--- src/rtl/core/tirp_pkg.sv ---
// Shared types and constants of the tiled icon raster palette reader.
`default_nettype none
package tirp_pkg;

  localparam logic [1:0] KIND_BITMAP_WRITE  = 2'd0;
  localparam logic [1:0] KIND_PALETTE_WRITE = 2'd1;
  localparam logic [1:0] KIND_ROW_READ      = 2'd2;

  localparam int TILE_BYTES   = 32;
  localparam int TILE_SIDE    = 8;
  localparam int PAL_DEPTH    = 16;
  localparam int PAL_W        = 15;
  localparam int RESULT_LIMIT = 32;
  localparam int ADDR_SPAN    = 512;

  // Tag that follows a pixel read through the memory pipeline.
  typedef struct packed {
    logic [4:0] column;
    logic       last_pixel;
  } pix_tag_t;

endpackage
`default_nettype wire

--- src/rtl/core/tirp_ram.sv ---
// Generic single-write, single-read RAM with a registered read port.
`default_nettype none
module tirp_ram #(
  parameter int WIDTH = 8,
  parameter int DEPTH = 512
) (
  input  wire logic                     clk,
  input  wire logic                     we,
  input  wire logic [$clog2(DEPTH)-1:0] waddr,
  input  wire logic [WIDTH-1:0]         wdata,
  input  wire logic                     re,
  input  wire logic [$clog2(DEPTH)-1:0] raddr,
  output      logic [WIDTH-1:0]         rdata
);

  logic [WIDTH-1:0] mem [DEPTH];

  always_ff @(posedge clk) begin
    if (we) begin
      mem[waddr] <= wdata;
    end
    if (re) begin
      rdata <= mem[raddr];
    end
  end

endmodule
`default_nettype wire

--- src/rtl/core/tirp_addr_gen.sv ---
// Row sequencer: walks the pixels of one raster row and forms tiled byte addresses.
`default_nettype none
module tirp_addr_gen
  import tirp_pkg::*;
#(
  parameter int TILES_ACROSS = 4,
  parameter int TILES_DOWN   = 4
) (
  input  wire logic                clk,
  input  wire logic                rst_n,
  input  wire logic                start,
  input  wire logic [4:0]          start_row,
  input  wire logic                adv,
  output      logic                busy,
  output      logic                rd_en,
  output      logic [$clog2((TILES_ACROSS * TILES_DOWN * TILE_BYTES < ADDR_SPAN) ?
                     TILES_ACROSS * TILES_DOWN * TILE_BYTES : ADDR_SPAN)-1:0] rd_addr,
  output      pix_tag_t            rd_tag
);

  localparam int STORE_BYTES = TILES_ACROSS * TILES_DOWN * TILE_BYTES;
  localparam int BM_DEPTH    = (STORE_BYTES < ADDR_SPAN) ? STORE_BYTES : ADDR_SPAN;
  localparam int BM_AW       = $clog2(BM_DEPTH);
  localparam int IDX_W       = $clog2(STORE_BYTES);
  localparam int ICON_WIDTH  = TILES_ACROSS * TILE_SIDE;
  localparam int COUNT       = (ICON_WIDTH < RESULT_LIMIT) ? ICON_WIDTH : RESULT_LIMIT;
  localparam logic [4:0]       X_LAST = 5'(COUNT - 1);
  localparam logic [IDX_W-1:0] TA_C   = IDX_W'(TILES_ACROSS);

  logic             busy_r, busy_nxt;
  logic [4:0]       row_r, row_nxt;
  logic [4:0]       x_r, x_nxt;
  logic [IDX_W-1:0] tile;
  logic [IDX_W-1:0] byte_idx;

  always_comb begin
    tile     = IDX_W'(row_r[4:3]) * TA_C + IDX_W'(x_r[4:3]);
    byte_idx = (tile << 5) + IDX_W'({row_r[2:0], 2'b00}) + IDX_W'(x_r[2:1]);
  end

  always_comb begin
    busy_nxt = busy_r;
    row_nxt  = row_r;
    x_nxt    = x_r;
    if (start) begin
      busy_nxt = 1'b1;
      row_nxt  = start_row;
      x_nxt    = '0;
    end else if (busy_r && adv) begin
      x_nxt = x_r + 5'd1;
      if (x_r == X_LAST) begin
        busy_nxt = 1'b0;
      end
    end
  end

  always_ff @(posedge clk) begin
    if (!rst_n) begin
      busy_r <= 1'b0;
    end else begin
      busy_r <= busy_nxt;
    end
    row_r <= row_nxt;
    x_r   <= x_nxt;
  end

  assign busy              = busy_r;
  assign rd_en             = busy_r && adv;
  assign rd_addr           = BM_AW'(byte_idx);
  assign rd_tag.column     = x_r;
  assign rd_tag.last_pixel = (x_r == X_LAST);

endmodule
`default_nettype wire

--- src/rtl/core/tiled_icon_raster_palette_reader.sv ---
// Tiled icon raster palette reader: top level with bitmap and palette memories.
//
// Input channel in_*: one item per write or row read. in_tuser carries the kind
// (bitmap byte write, palette entry write, raster row read); in_tdata carries
// byte_address, write_value and row_number. Writes give no result. A row read
// of a row inside the icon gives one output item per pixel, left to right,
// with out_tlast on the final pixel of the row.
// Output channel out_*: red, green, blue, color_index and column in out_tdata.
// Each pixel passes the bitmap read and then the palette read; the pipeline
// gives one pixel per cycle while the receiver does not stall.
// The input is held while a row is walked; the next item is taken
// once the last bitmap byte of the row has been handed to the palette read.
// When the receiver stalls, the whole pipeline holds: the memories keep their
// read registers and no pixel is lost or repeated.
// Reset clears the sequencer and the pipeline valid flags; the bitmap and the
// palette are not cleared and must be written before they are read.
`default_nettype none
module tiled_icon_raster_palette_reader
  import tirp_pkg::*;
#(
  parameter int TILES_ACROSS = 4,
  parameter int TILES_DOWN   = 4
) (
  input  wire logic        clk,
  input  wire logic        rst_n,
  input  wire logic        in_tvalid,
  output      logic        in_tready,
  input  wire logic [31:0] in_tdata,   // byte_address[8:0], write_value[24:9], row_number[29:25]
  input  wire logic [1:0]  in_tuser,   // kind[1:0]
  output      logic        out_tvalid,
  input  wire logic        out_tready,
  output      logic [39:0] out_tdata,  // red[7:0], green[15:8], blue[23:16],
                                       // color_index[27:24], column[32:28]
  output      logic        out_tlast
);

  localparam int STORE_BYTES = TILES_ACROSS * TILES_DOWN * TILE_BYTES;
  localparam int BM_DEPTH    = (STORE_BYTES < ADDR_SPAN) ? STORE_BYTES : ADDR_SPAN;
  localparam int BM_AW       = $clog2(BM_DEPTH);
  localparam int PAL_AW      = $clog2(PAL_DEPTH);
  localparam int ICON_HEIGHT = TILES_DOWN * TILE_SIDE;
  localparam int ICON_WIDTH  = TILES_ACROSS * TILE_SIDE;
  localparam int COUNT       = (ICON_WIDTH < RESULT_LIMIT) ? ICON_WIDTH : RESULT_LIMIT;

  logic [8:0]       in_addr;
  logic [15:0]      in_value;
  logic [4:0]       in_row;
  logic             in_acc;
  logic             bm_we, pal_we, row_start;
  logic             adv;
  logic             busy;
  logic             bm_re;
  logic [BM_AW-1:0] bm_raddr;
  logic [7:0]       bm_rdata;
  pix_tag_t         rd_tag;
  logic [3:0]       pal_idx;
  logic [PAL_W-1:0] pal_rdata;

  logic             v1_r, v1_nxt;
  pix_tag_t         tag1_r;
  logic             v2_r, v2_nxt;
  pix_tag_t         tag2_r;
  logic [3:0]       idx2_r;

  assign in_addr  = in_tdata[8:0];
  assign in_value = in_tdata[24:9];
  assign in_row   = in_tdata[29:25];

  // Items are taken only when no row is being walked and no bitmap byte waits
  // for its palette lookup, so writes never race a read of the same store.
  assign in_tready = !busy && !v1_r;
  assign in_acc    = in_tvalid && in_tready;
  assign adv       = !v2_r || out_tready;

  assign bm_we     = in_acc && (in_tuser == KIND_BITMAP_WRITE) &&
                     ({1'b0, in_addr} < 10'(BM_DEPTH));
  assign pal_we    = in_acc && (in_tuser == KIND_PALETTE_WRITE) &&
                     (in_addr < 9'(PAL_DEPTH));
  assign row_start = in_acc && (in_tuser == KIND_ROW_READ) &&
                     ({3'b000, in_row} < 8'(ICON_HEIGHT));

  tirp_addr_gen #(
    .TILES_ACROSS(TILES_ACROSS),
    .TILES_DOWN  (TILES_DOWN)
  ) u_addr_gen (
    .clk      (clk),
    .rst_n    (rst_n),
    .start    (row_start),
    .start_row(in_row),
    .adv      (adv),
    .busy     (busy),
    .rd_en    (bm_re),
    .rd_addr  (bm_raddr),
    .rd_tag   (rd_tag)
  );

  tirp_ram #(
    .WIDTH(8),
    .DEPTH(BM_DEPTH)
  ) u_bitmap_ram (
    .clk  (clk),
    .we   (bm_we),
    .waddr(in_addr[BM_AW-1:0]),
    .wdata(in_value[7:0]),
    .re   (bm_re),
    .raddr(bm_raddr),
    .rdata(bm_rdata)
  );

  // The low nibble is the left pixel of each byte.
  assign pal_idx = tag1_r.column[0] ? bm_rdata[7:4] : bm_rdata[3:0];

  tirp_ram #(
    .WIDTH(PAL_W),
    .DEPTH(PAL_DEPTH)
  ) u_palette_ram (
    .clk  (clk),
    .we   (pal_we),
    .waddr(in_addr[PAL_AW-1:0]),
    .wdata(in_value[PAL_W-1:0]),
    .re   (adv),
    .raddr(pal_idx[PAL_AW-1:0]),
    .rdata(pal_rdata)
  );

  always_comb begin
    v1_nxt = v1_r;
    v2_nxt = v2_r;
    if (adv) begin
      v1_nxt = bm_re;
      v2_nxt = v1_r;
    end
  end

  always_ff @(posedge clk) begin
    if (!rst_n) begin
      v1_r <= 1'b0;
      v2_r <= 1'b0;
    end else begin
      v1_r <= v1_nxt;
      v2_r <= v2_nxt;
    end
    if (adv) begin
      tag1_r <= rd_tag;
      tag2_r <= tag1_r;
      idx2_r <= pal_idx;
    end
  end

  // Each channel times 8 is the 5-bit field shifted up by three.
  assign out_tvalid = v2_r;
  assign out_tlast  = tag2_r.last_pixel;
  assign out_tdata  = {7'b0000000, tag2_r.column, idx2_r,
                       pal_rdata[14:10], 3'b000,
                       pal_rdata[9:5], 3'b000,
                       pal_rdata[4:0], 3'b000};

  a_no_accept_while_busy: assert property (@(posedge clk) disable iff (!rst_n)
    busy |-> !in_tready)
    else $error("input accepted while a row is being walked");

  a_palette_write_quiet: assert property (@(posedge clk) disable iff (!rst_n)
    pal_we |-> !v1_r)
    else $error("palette written while a lookup is pending");

  a_row_starts: assert property (@(posedge clk) disable iff (!rst_n)
    row_start |=> busy)
    else $error("accepted row read did not start the sequencer");

  a_last_column: assert property (@(posedge clk) disable iff (!rst_n)
    (out_tvalid && out_tlast) |-> (out_tdata[32:28] == 5'(COUNT - 1)))
    else $error("final pixel of a row carries a wrong column");

endmodule
`default_nettype wire

--- config.mk ---
export PLATFORM = sky130hd
export DESIGN_NAME = tiled_icon_raster_palette_reader
export DESIGN_NICKNAME = d
export VERILOG_FILES = /design/src/rtl/core/tirp_pkg.sv /design/src/rtl/core/tirp_ram.sv /design/src/rtl/core/tirp_addr_gen.sv /design/src/rtl/core/tiled_icon_raster_palette_reader.sv
export SDC_FILE = /design/constraint.sdc
export NUM_CORES = 2
export LEC_CHECK = 0
export ABC_CLOCK_PERIOD_IN_PS = 3500
export BUFFER_PORTS_ARGS = -buffer_cell sky130_fd_sc_hd__buf_4
export CORE_ASPECT_RATIO = 1.5
export CORE_MARGIN = 3
export CORE_UTILIZATION = 57
export DETAILED_ROUTE_END_ITERATION = 12
export PLACE_DENSITY_LB_ADDON = 0.15
export SETUP_SLACK_MARGIN = 0.4
export SYNTH_ARGS = -nofsm -noshare
export SYNTH_HDL_FRONTEND = slang
export SYNTH_HIERARCHICAL = 1
export SYNTH_MEMORY_MAX_BITS = 65536
export SYNTH_SLANG_ARGS = --single-unit
--- constraint.sdc ---
create_clock -name clk -period 3.5 [get_ports clk]
set_clock_uncertainty 0.2 [all_clocks]
set_input_delay 0.875 -clock clk [delete_from_list [all_inputs] [get_ports clk]]
set_output_delay 0.875 -clock clk [all_outputs]
set_load 0.1 [all_outputs]
==> reports/metrics.yaml <==
timing:
  worst_pin_slew_ns: 1.08
  hold_violations: 0
  slew_viol_final: 0
  rsz0062_at_grt: "yes"
  finalSetupViolCount: 0
  setup_slack_ns: 0.131
  whs_ns: 0.0813
  period_needed_ns: 3.37
  max_freq_mhz: 297
  fin_crit_sh_pct: 96.3
  slew_headroom_pct: 28.0
  setup_tns_ns: 0
clock_tree:
  cts_tree: "built"
  numCtsBuffers: 394
  path_clk_slew_ns: 0.07
  clock-sinks: 4388
  cts_buffer_depth: 4
  h-tree-depth: 5
  clockRootBuffer: "clkbuf_16"
  clock_latency_ns: 0.93
power:
  switchingPower_mw: 30.3
  p_seq_share_pct: 47.2
  power_report.internal_total_mw: 92.8
  vdd_ir_drop_max_mv: 0.534
  finalPower_mw: 123
  power_frac_clock_pct: 35.9
  p_leak_nw: 63.4
  pwr-share-comb_pct: 16.9
  power_density_nw_per_um2: 614
  swShare_pct: 24.6
hold_path:
  hold_start: "in_tdata[23]"
  hold_end: "u_palette_ram/mem[4][14]"
  hold_depth: 1
  hold_path.class: "primary input to flop"
floorplanning:
  die_h_um: 676
  initial_core_util_pct: 57.4
  core-area_um2: 298000
  die_x_um: 453
  dieArea_um2: 306000
  rows: 245
  io_pins: 81
logic_synthesis:
  ys_warn_count: 6
  yosysTopAreaCell: "edfxtp_1"
  avgSynthCellArea_um2: 20.0
  yosys_register_bits: 4388
  synthArstFlopShare_pct: 0
  netlist_area_um2: 171000
  ys_top_cells_by_area: "edfxtp_1 (77%), mux4_2 (9.2%), mux2i_1 (4.7%), o221ai_1 (1.9%), nor2_1 (1.3%)"
  ys_types: 63
  ys_seq_area_share_pct: 77.1
  synth_edf_count: 4380
  netlist_instances: 8525
  synth_top_area_share_pct: 77.0
  synth_ff_type: "edfxtp_1"
detailed_routing:
  drc: 0
  viasPerCell: 6.45
  wirelength_um: 457000
  antenna_left: 0
  drt_iter0_drc: 10100
  dr.pass1.iters: 6
  vias: 90900
  routedWlPerCell_um: 32.4
run:
  maxCapViolCount: 0
critical_path:
  criticalPathCategory: "flop to flop"
  cp-startpoint: "u_addr_gen/row_r[0]"
  end_kind: "flop"
  crit_chain: "or2_4, buf_12, o221ai_1, buf_4, a21oi_1, nor4_2, buf_4, nand4_1, nor4_4, buf_4, o2111a_1"
  worst_path_max_delay_cell: "edfxtp_1"
  startpoint_type: "flop"
  cp_max_fo: 66
  cp_slowest_stage_delay_ns: 0.44
  r2r_end: "u_bitmap_ram/rdata[5]"
  cp.required_ns: 4.09
  reg2reg_slack_ns: 0.13
  worst-path-buf-inv: 4
  rr_worst_depth: 11
  critPathTopFamily: "simple AND/OR/NAND/NOR gates"
  crit_top_cell: "buf_4"
  r2r_start: "u_addr_gen/row_r[0]"
  critPathArrivalTime_ns: 3.96
grt:
  grt_pass1_vias: 92300
  grt_usage_pct: 29.5
  grt_pass1_wl_um: 651000
  grt_overflow_total: 0
  antenna_found_initial: 12
  grt_max_degree: 109
final_layout:
  nets: 9843
  area_delta_synth_final_pct: 17.4
  drive_gt1_share_pct: 28.5
  final_cell_mix: "edfxtp_1 (4,380), buf_4 (1,164), mux2i_1 (789), mux4_2 (698), nor2_1 (607)"
  layout_commonest_cell: "edfxtp_1"
run_status:
  run_status: "completed"
placement:
  dp_slack_ns: -0.752
  port_buffers: 61
  place_congestion: 0.905
  dp_hpwl_um: 296000
[metrics by stage]
step	std cells	util (%)	cell area, um^2
detailed placement	13300	62.3	186000
global placement	13300	62.3	186000
finish	14100	67.4	201000
CTS	14100	67.1	200000
global route	14100	67.4	201000
floorplan	8540	-	171000
[state kept, by name, summed over array words and instances, names as in the netlist]
name and count:
u_palette_ram/mem 240, u_palette_ram/rdata 15, u_bitmap_ram/mem 4096, tag1_r 6, out_tvalid 1, u_addr_gen/busy 1
v1_r 1, out_tlast 1, u_addr_gen/row_r 5, u_bitmap_ram/rdata 8, u_addr_gen/x_r 5, idx2_r 4
out_tdata 5
[logic make-up (layout without fill, tap and decap cells)]
kind of cell	after synthesis	count (layout)	synth area share, %
simple gates	1044	1044	2.65
flops	4388	4388	77.1
mux	1516	1516	14.2
other cells	1	27	0.00220
xor+xnor	2	2	0.0103
buf+inv	557	2143	1.89
fa+ha+maj	2	2	0.0146
compound gates	1015	1015	4.19
[worst register-to-register path: stages (launching register included)]
cell	delay, ns
edfxtp_1	0.44
or2_4	0.30
buf_12	0.19
o221ai_1	0.48
buf_4	0.18
a21oi_1	0.11
nor4_2	0.31
buf_4	0.20
nand4_1	0.16
nor4_4	0.29
buf_4	0.18
o2111a_1	0.20
[cell usage after synthesis (all sizes together), types with 3 or more instances]
master / count
o221ai: 372
and3b: 4
or3: 7
or2: 5
o21ai: 120
and3: 5
mux4: 714
inv: 5
o41ai: 7
o22a: 3
a2111oi: 3
a211oi: 17
nor3: 115
a22o: 5
and2: 21
o2111a: 8
nor3b: 9
nand3b: 4
nand2b: 7
nand4: 32
dfxtp: 8
o22ai: 163
edfxtp: 4380
a21oi: 198
nor2b: 10
o311ai: 6
clkbuf: 276
buf: 276
nand3: 41
mux2: 4
a22oi: 91
o31ai: 13
nand2: 132
nor2: 613
mux2i: 798
nor4: 37
[repair_timing]
item | CTS | global route
setup endpoints to repair | 9 | 9
pin swaps | 13 | 43
cloned | 8 | 10
hold buffers | 6 | 0
setup buffers | 11 | 12
resized for setup | 133 | 108
hold endpoints to repair | 7 | 0
[worst max path at each step]
| stage | end | slack [ns] | cells after the start |
|---|---|---|---|
| 6_report | u_bitmap_ram/rdata[5] | 0.13 | 11 |
| 5_1_grt | u_bitmap_ram/rdata[3] | 0.07 | 12 |
| 4_1_cts | u_bitmap_ram/rdata[5] | 0.16 | 9 |
| 3_5_place_dp | u_bitmap_ram/rdata[6] | -0.75 | 12 |
| 3_3_place_gp | u_bitmap_ram/rdata[6] | -0.74 | 12 |
| 2_1_floorplan | u_palette_ram/mem[1][0] | 0.31 | 5 |
[layer usage]
layer  GRT usage (%)  routed length [um]
met5               0                  51
met2            50.8              238000
met3            4.48               33700
met1            36.7              159000
met4            14.6               25600
[cell type report]
cell class              count  area (um^2)
multi-input cells        3595        37100
inverters                   5         31.3
diodes                     11         27.5
fillers                 19000        97100
flip-flops and latches   4388       132000
clock inverters           247         2690
repair buffers           1419        13700
well taps                3952         4940
clock buffers             472        10400
[power groups by stage]
stage | clock network, mW | logic (mW) | registers, mW
2_1_floorplan | 0 | 12.8 | 60.0
3_3_place_gp | 0 | 19.3 | 59.2
3_5_place_dp | 0 | 19.5 | 59.2
4_1_cts | 44.7 | 20.4 | 58.1
5_1_grt | 46.7 | 21.7 | 58.1
6_report | 44.1 | 20.8 | 58.1
(Power assumes the default switching activity.)
